`config.mk`:
```
export PLATFORM = sky130hd
export DESIGN_NAME = ctt_ctrl
export DESIGN_NICKNAME = d
export VERILOG_FILES = /design/src/design/ctt_pkg.sv /design/src/design/ctt_ctrl.sv
export SDC_FILE = /design/constraint.sdc
export NUM_CORES = 1
export LEC_CHECK = 0
export ABC_AREA = 1
export BUFFER_PORTS_ARGS = -buffer_cell sky130_fd_sc_hd__buf_2
export CAP_MARGIN = 10
export CORE_MARGIN = 3
export CORE_UTILIZATION = 50
export CTS_CLUSTER_SIZE = 16
export DETAILED_ROUTE_END_ITERATION = 8
export PLACE_DENSITY = 0.74
export SLEW_MARGIN = 30
export SYNTH_ARGS = -nofsm -noshare
export SYNTH_HDL_FRONTEND = slang
export SYNTH_SLANG_ARGS = --single-unit
```
`constraint.sdc`:
```
create_clock -name clk -period 4.05 [get_ports clk]
set_clock_uncertainty 0.2 [all_clocks]
set_input_delay 0.405 -clock clk [delete_from_list [all_inputs] [get_ports clk]]
set_output_delay 0.405 -clock clk [all_outputs]
set_load 0.1 [all_outputs]
```
`src/design/ctt_pkg.sv`:
```
// Shared types and constants of the collision time tracker
package ctt_pkg;

  localparam int WinDepth = 16;
  localparam int SlotW    = 4;
  localparam int FillW    = 5;
  localparam int DivNW    = 48;
  localparam int DivDW    = 24;

  localparam logic [19:0] US_PER_S    = 20'd1000000;
  localparam logic [13:0] TTC_MAX     = 14'd15360;
  localparam logic [11:0] FOLLOW_NUM  = 12'd3840;
  localparam logic [4:0]  MPH_TO_FTS  = 5'd22;
  localparam logic [4:0]  WIN_RESET   = 5'd8;
  localparam logic [4:0]  WIN_MIN     = 5'd2;
  localparam logic [4:0]  WIN_MAX     = 5'd16;

  typedef enum logic [3:0] {
    OP_NONE, OP_LOAD, OP_VEL, OP_ACC, OP_WRITE, OP_SUM, OP_MD, OP_MV,
    OP_MA, OP_PROD, OP_DISC, OP_SQRT, OP_TTC, OP_FOLLOW, OP_OUT
  } op_t;

  typedef enum logic [4:0] {
    S_IDLE, S_PREV, S_VEL, S_VEL_W, S_ACC, S_ACC_W, S_WRITE, S_SUM, S_SUM_W,
    S_MD, S_MD_W, S_MV, S_MV_W, S_MA, S_MA_W, S_PROD, S_DISC, S_SQRT,
    S_SQRT_W, S_TTC, S_TTC_W, S_FOL, S_FOL_W, S_OUT
  } state_t;

  typedef struct packed {
    op_t op;
  } cmd_t;

  typedef struct packed {
    logic div_busy;
    logic sqrt_busy;
    logic sum_busy;
    logic out_full;
  } status_t;

endpackage

```
`src/design/ctt_ctrl.sv`:
```
// Controller: sequences the steps of one sample through the datapath
module ctt_ctrl (
  input  logic             clk,
  input  logic             rst,
  input  logic             in_valid,
  output logic             in_ready,
  input  ctt_pkg::status_t status,
  output ctt_pkg::cmd_t    cmd
);

  ctt_pkg::state_t state, state_next;

  // State register
  always_ff @(posedge clk) begin
    if (rst) begin
      state <= ctt_pkg::S_IDLE;
    end else begin
      state <= state_next;
    end
  end

  // Next state and commands
  always_comb begin
    state_next = state;
    cmd.op     = ctt_pkg::OP_NONE;
    in_ready   = 1'b0;
    case (state)
      ctt_pkg::S_IDLE: begin
        in_ready = 1'b1;
        if (in_valid) begin
          cmd.op     = ctt_pkg::OP_LOAD;
          state_next = ctt_pkg::S_PREV;
        end
      end
      ctt_pkg::S_PREV: state_next = ctt_pkg::S_VEL;
      ctt_pkg::S_VEL: begin
        cmd.op     = ctt_pkg::OP_VEL;
        state_next = ctt_pkg::S_VEL_W;
      end
      ctt_pkg::S_VEL_W: if (!status.div_busy) state_next = ctt_pkg::S_ACC;
      ctt_pkg::S_ACC: begin
        cmd.op     = ctt_pkg::OP_ACC;
        state_next = ctt_pkg::S_ACC_W;
      end
      ctt_pkg::S_ACC_W: if (!status.div_busy) state_next = ctt_pkg::S_WRITE;
      ctt_pkg::S_WRITE: begin
        cmd.op     = ctt_pkg::OP_WRITE;
        state_next = ctt_pkg::S_SUM;
      end
      ctt_pkg::S_SUM: begin
        cmd.op     = ctt_pkg::OP_SUM;
        state_next = ctt_pkg::S_SUM_W;
      end
      ctt_pkg::S_SUM_W: if (!status.sum_busy) state_next = ctt_pkg::S_MD;
      ctt_pkg::S_MD: begin
        cmd.op     = ctt_pkg::OP_MD;
        state_next = ctt_pkg::S_MD_W;
      end
      ctt_pkg::S_MD_W: if (!status.div_busy) state_next = ctt_pkg::S_MV;
      ctt_pkg::S_MV: begin
        cmd.op     = ctt_pkg::OP_MV;
        state_next = ctt_pkg::S_MV_W;
      end
      ctt_pkg::S_MV_W: if (!status.div_busy) state_next = ctt_pkg::S_MA;
      ctt_pkg::S_MA: begin
        cmd.op     = ctt_pkg::OP_MA;
        state_next = ctt_pkg::S_MA_W;
      end
      ctt_pkg::S_MA_W: if (!status.div_busy) state_next = ctt_pkg::S_PROD;
      ctt_pkg::S_PROD: begin
        cmd.op     = ctt_pkg::OP_PROD;
        state_next = ctt_pkg::S_DISC;
      end
      ctt_pkg::S_DISC: begin
        cmd.op     = ctt_pkg::OP_DISC;
        state_next = ctt_pkg::S_SQRT;
      end
      ctt_pkg::S_SQRT: begin
        cmd.op     = ctt_pkg::OP_SQRT;
        state_next = ctt_pkg::S_SQRT_W;
      end
      ctt_pkg::S_SQRT_W: if (!status.sqrt_busy) state_next = ctt_pkg::S_TTC;
      ctt_pkg::S_TTC: begin
        cmd.op     = ctt_pkg::OP_TTC;
        state_next = ctt_pkg::S_TTC_W;
      end
      ctt_pkg::S_TTC_W: if (!status.div_busy) state_next = ctt_pkg::S_FOL;
      ctt_pkg::S_FOL: begin
        cmd.op     = ctt_pkg::OP_FOLLOW;
        state_next = ctt_pkg::S_FOL_W;
      end
      ctt_pkg::S_FOL_W: if (!status.div_busy) state_next = ctt_pkg::S_OUT;
      ctt_pkg::S_OUT: begin
        if (!status.out_full) begin
          cmd.op     = ctt_pkg::OP_OUT;
          state_next = ctt_pkg::S_IDLE;
        end
      end
      default: state_next = ctt_pkg::S_IDLE;
    endcase
  end

endmodule

```
==> impl_metrics.ini, run 1 <==
[finish]
top_regs = state x5
multiInputGateArea_um2 = 484
syn_to_final_growth_pct = 10.3
diodes = 0
final_core_util_pct = 62.3
n_fill_cell = 115
regArea_um2 = 100
stdcell_count = 131
nets = 125
top_register = state
drive_gt1_share_pct = 34.2
largest_register_ffs = 5

[yosys]
synth_compound_area_share_pct = 17.4
synthArstFlopShare_pct = 0
synth.distinct_cells = 28
ys_top_cells_by_area = dfxtp_1 (15%), nand2_1 (9.5%), nor2_1 (8.4%)
syn_avg_cell_area_um2 = 6.39
synthFlopType = dfxtp_1
synth_area_leader_cell = dfxtp_1
netlist_area_um2 = 671
synth-seq-area-share_pct = 14.9
synth_edf_count = 0
yosys-mux-area-fraction_pct = 0
syn-num-nets = 112
synth_top_family_by_area = simple AND/OR/NAND/NOR gates
syn_inst = 105
synth_simple_gate_area_share_pct = 54.9
yosysMostFrequentCell = nand2_1
synth_xor_area_share_pct = 0
synthAdderAreaFrac_pct = 0
synth_top_area_share_pct = 14.9
ys_ff_latch = 5
synth_common_cells = nand2_1 (17), nor2_1 (15), inv_1 (8), nand3_1 (8)
synth_warnings = 0

[detailed_routing]
drc = 0
antenna_left = 0
drtIter0Drc = 57
totalWireLength_mm = 1.76
via_count = 764
vias_per_cell = 5.83
wl_per_cell_um = 13.4
dr.pass1.iters = 4

[placement]
port_buffers = 11
gp_congestion = 0.956
dp_cells = 127
dp_hpwl_mm = 1.41

[clocking]
cts_hold_buffers = 0
cts_made_buffers = 3
root_buffer = clkbuf_4
cts_tree = built
clock_sinks = 5
post_cts_resized = 0
post_cts_buffers = 0
htree_levels = 1
clkTransAtPathRegs_ns = 0.04
clk-insertion-delay-late_ns = 0.24
clockBufferDepth = 2

[worst_hold_path]
holdCritPathClass = primary input to register
min-delay-start = rst

[setup_path]
r2r-end = state[1]$_SDFFE_PP0P_
cp.required_ns = 3.44
worstPathMaxFanout = 11
worst-endpoint-arrival_ns = 2.03
cp_slowest_stage_delay_ns = 0.63
rr_worst_depth = 9
r2r-start = state[4]$_SDFFE_PP0P_
crit_start = state[4]$_SDFFE_PP0P_
crit_chain = nand3_2, nor3_1, nor2_1, nand4_1, buf_2
startpoint_type = register
critPathCaptureType = output port
crit_end = cmd[2]
cp_slowest_cell = dfxtp_1
regToRegSetupSlack_ns = 2.12
crit_type = register to output port

[timing]
finalSetupViolCount = 0
layout_min_cycle_time_ns = 2.63
rsz0062_at_grt = false
worstMarginPinSlew_ns = 0.505
slew_headroom_pct = 66.3
hold_viol = 0
drv_slew = 0
period_share_pct = 65.0
fmax_mhz = 380
finalSetupTns_ns = 0

[power_and_ir_drop]
pwr-share-comb_pct = 69.0
power_uw = 475
intPower_uw = 172
vdd_ir_drop_max_mv = 0.330
p_clk_share_pct = 12.0
seqPwrFrac_pct = 19.0
leakage_uw = 0.000341
p_sw_share_pct = 63.8
p_sw_uw = 303
power-per-cell-area_nw_per_um2 = 643

[global_routing]
grt_antenna_before_repair = 0
grt_pass1_wl_mm = 3.04
overflow = 0
grt_pass1_vias = 685
grt_use_total_pct = 21.8
grt_max_degree = 12

[floorplan]
core_region_area_um2 = 1190
dieWidth_um = 42.6
die_height_um = 42.6
rows = 12
die_area_um2 = 1820
start_util_pct = 56.5
ios = 12

[status]
status = finished, final reports clean

[run]
drv_cap = 0
[metal layers]
layer | track usage, % | wire [um] | vias to the layer above
met5 | 0 | 0 | -
met4 | 5.59 | 25 | 0
met3 | 8.58 | 184 | 4
met2 | 30.8 | 790 | 50
met1 | 30.3 | 760 | 335
li1 | - | - | 375
[logic make-up after synthesis]
group / count (synthesis)
and+or+nand+nor: 65
AOI/OAI and AO/OA: 18
DFF: 5
buffers and inverters: 17
[layout by cell type, fill, tap and decap left out, drive strengths merged]
cell / n
nand2: 27
nor2: 22
inv: 12
buf: 11
nand3: 10
a21oi: 8
dfxtp: 5
nand4: 4
clkbuf: 4
o2111ai: 3
o21ai: 3
nor3: 2
clkinv: 2
a31oi: 1
a211oi: 1
a311oi: 1
o221ai: 1
[worst max-delay path, delay by kind of cell (launching register included)]
family / cells / cell delay (ns)
buffers and inverters: 1 / 0.44
AND/OR/NAND/NOR: 4 / 0.73
flip-flops: 1 / 0.63
[power groups by stage]
stage               Combinational (uW)  Sequential (uW)  Clock (uW)
finish                             328             90.2        57.1
global placement                   325             90.9           0
CTS                                327             90.1        59.3
floorplan                          300             73.1           0
global route                       354             92.9        64.2
detailed placement                 324             90.5           0
[stage by stage]
stage	area (um^2)	hold slack (ns)	worst slack [ns]
after global routing	739	0.177	1.32
after detailed placement	713	0.413	1.70
after global placement	713	0.411	1.68
after floorplan	671	0.267	1.05
final	739	0.183	1.42
after CTS	739	0.177	1.46
[layout make-up]
cell class                 instances  area share [%]
clock buffer                       4            3.55
inverter                          14            7.61
multi-input combinational         83            65.5
sequential                         5            13.5
tap                               14            2.37
timing repair buffer              11            7.45
[worst min-delay path by stage]
stage / endpoint / slack, ns / cells after the start
3_5_place_dp: state[0]$_SDFFE_PP0P_ / 0.41 / 2
5_1_grt: state[2]$_SDFFE_PP0P_ / 0.18 / 2
6_report: state[2]$_SDFFE_PP0P_ / 0.18 / 2
2_1_floorplan: state[2]$_SDFFE_PP0P_ / 0.27 / 1
3_3_place_gp: state[0]$_SDFFE_PP0P_ / 0.41 / 2
4_1_cts: state[2]$_SDFFE_PP0P_ / 0.18 / 2
Power figures use the tool's default switching activity.
==> run 2, diff against run 1 <==
ABC_AREA = 0   (was 1)
CORE_AREA = 3 3 40 42   (was unset)
CORE_MARGIN = unset   (was 3)
CORE_UTILIZATION = unset   (was 50)
DIE_AREA = 0 0 43 45   (was unset)
PLACE_DENSITY = 0.66   (was 0.74)
clock period = 2.2 ns   (was 4.05 ns; I/O delays follow)
==> impl_metrics.ini, run 2 <==
[detailed_routing]
via_count = 613
vias_per_cell = 6.13
drc = 0
drtIter0Drc = 5
totalWireLength_mm = 1.41
antenna_left = 0
wl_per_cell_um = 14.1
dr.pass1.iters = 4

[timing]
rsz0062_at_grt = false
fmax_mhz = 475
slew_headroom_pct = 68.0
hold_viol = 0
period_share_pct = 95.8
worstMarginPinSlew_ns = 0.483
fin_ws_ns = 0.0929
finalSetupViolCount = 0
drv_slew = 0
layout_min_cycle_time_ns = 2.11

[placement]
dp_hpwl_mm = 1.09
dpl_worst_slack_ns = 0.187
gp_congestion = 0.888
dpl-instance-area_um2 = 733
port_buffers = 11

[power_and_ir_drop]
leakage_uw = 0.000326
power-per-cell-area_nw_per_um2 = 1420
p_clk_share_pct = 9.7
seqPwrFrac_pct = 19.1
p_sw_uw = 611
p_sw_share_pct = 55.9
vdd_ir_drop_max_mv = 1.12
intPower_uw = 482
pwr-share-comb_pct = 71.3

[yosys]
ys_top_cells_by_area = dfxtp_1 (18%), o32ai_1 (4.8%), a21oi_1 (4.6%)
syn_inst = 70
synth_warnings = 0
synth_edf_count = 0
syn_avg_cell_area_um2 = 7.74
synth_top_area_share_pct = 18.5
synth.distinct_cells = 38
ys_ff_latch = 5
synthArstFlopShare_pct = 0
synth_area_leader_cell = dfxtp_1
synthFlopType = dfxtp_1
netlist_area_um2 = 542
synth_common_cells = a21oi_1 (5), dfxtp_1 (5), nand2_1 (5)
syn-num-nets = 77
synth-seq-area-share_pct = 18.5

[setup_path]
critPathCaptureType = output port
crit_end = cmd[2]
worstPathMaxFanout = 11
worst-path-buf-inv = 2
r2r-start = state[3]$_SDFFE_PP0P_
crit_start = state[3]$_SDFFE_PP0P_
cpLargestDelayFamily = flip-flops
cp_slowest_stage_delay_ns = 0.57
crit_type = register to output port
cp.required_ns = 1.78
r2r-end = state[4]$_SDFFE_PP0P_
crit_chain = nand2_1, buf_4, o21a_1, o32ai_4, buf_12
startpoint_type = register
regToRegSetupSlack_ns = 0.24
worst-endpoint-arrival_ns = 1.69
cp.depth = 5
cp_slowest_cell = dfxtp_1
rr_worst_depth = 4

[finish]
top_register = state
final_common_cell = buf_2
diodes = 0
nets = 93
top_regs = state x5
n_fill_cell = 110
syn_to_final_growth_pct = 41.8
largest_register_ffs = 5
final_cell_area_um2 = 768
drive_gt1_share_pct = 36.5
layout_common_cells = buf_2 (7), buf_4 (6), nand2_1 (5), a21oi_1 (5)

[clocking]
clock_sinks = 5
clk-insertion-delay-late_ns = 0.24
clkTransAtPathRegs_ns = 0.05
root_buffer = clkbuf_4
post_cts_buffers = 0
cts_hold_buffers = 0
cts_tree = built
cts_made_buffers = 3
post_cts_resized = 1
clockBufferDepth = 2
htree_levels = 1

[floorplan]
dieWidth_um = 43
die_area_um2 = 1940
core_region_area_um2 = 1280
die_height_um = 45
rows = 13
ios = 12
start_util_pct = 42.2

[global_routing]
overflow = 0
grt_pass1_vias = 566
grt_antenna_before_repair = 0
grt_max_degree = 15
grt_use_total_pct = 16.2
grt_pass1_wl_mm = 2.44

[worst_hold_path]
holdCritPathClass = primary input to register

[status]
status = finished, final reports clean

[run]
drv_cap = 0
run 2: worst min-delay path by stage:
stage / startpoint / end / cells past startpoint
finish: rst / state[3]$_SDFFE_PP0P_ / 2
global route: rst / state[3]$_SDFFE_PP0P_ / 2
CTS: rst / state[3]$_SDFFE_PP0P_ / 2
detailed placement: rst / state[3]$_SDFFE_PP0P_ / 2
global placement: rst / state[3]$_SDFFE_PP0P_ / 2
floorplan: rst / state[3]$_SDFFE_PP0P_ / 1
run 2: cells by family after synthesis:
family / after synthesis / share of synthesized area (%)
simple gates: 27 / 32.6
xor+xnor: 2 / 3.23
flops: 5 / 18.5
mux: 2 / 3.70
buf+inv: 11 / 10.6
compound gates: 23 / 31.4
run 2: area by class of cell:
class | instances | area (um^2) | area share [%]
clock buffer | 4 | 26.3 | 3.42
sequential | 5 | 104 | 13.5
tap | 15 | 18.8 | 2.44
multi-input combinational | 54 | 440 | 57.3
timing repair buffer | 17 | 160 | 20.8
inverter | 5 | 18.8 | 2.44
run 2: per-stage QoR:
stage          hold WS [ns]  util, %  TNS, ns  instances  power, uW
2_1_floorplan        0.0966        -   -0.283         70        778
3_3_place_gp          0.266     57.1        0         96        969
3_5_place_dp          0.262     57.1        0         96        976
4_1_cts             0.00262     59.2        0        100       1090
5_1_grt              0.0260     59.8        0        100       1150
6_report             0.0172     59.8        0        100       1090
run 2: per-layer routing:
metal / part of all wire [%] / vias up / wire, um / GRT usage (%)
met5: 0 / - / 0 / 0
met4: 0 / 0 / 0 / 3.61
met3: 5.0 / 0 / 71 / 3.98
met2: 51 / 18 / 720 / 27.8
met1: 44 / 285 / 618 / 20.7
li1: - / 310 / - / -
run 2: power by group through the flow:
| stage | clock [uW] | combinational (uW) | sequential, uW |
|---|---|---|---|
| 2_1_floorplan | 0 | 633 | 144 |
| 3_3_place_gp | 0 | 770 | 198 |
| 3_5_place_dp | 0 | 775 | 201 |
| 4_1_cts | 112 | 775 | 199 |
| 5_1_grt | 119 | 814 | 216 |
| 6_report | 106 | 779 | 208 |
run 2: worst reg2reg max path, stage by stage (launching register included):
cell and delay (ns):
dfxtp_1 0.57, nand2_1 0.13, a41o_1 0.28, a211o_1 0.33, o311a_1 0.33
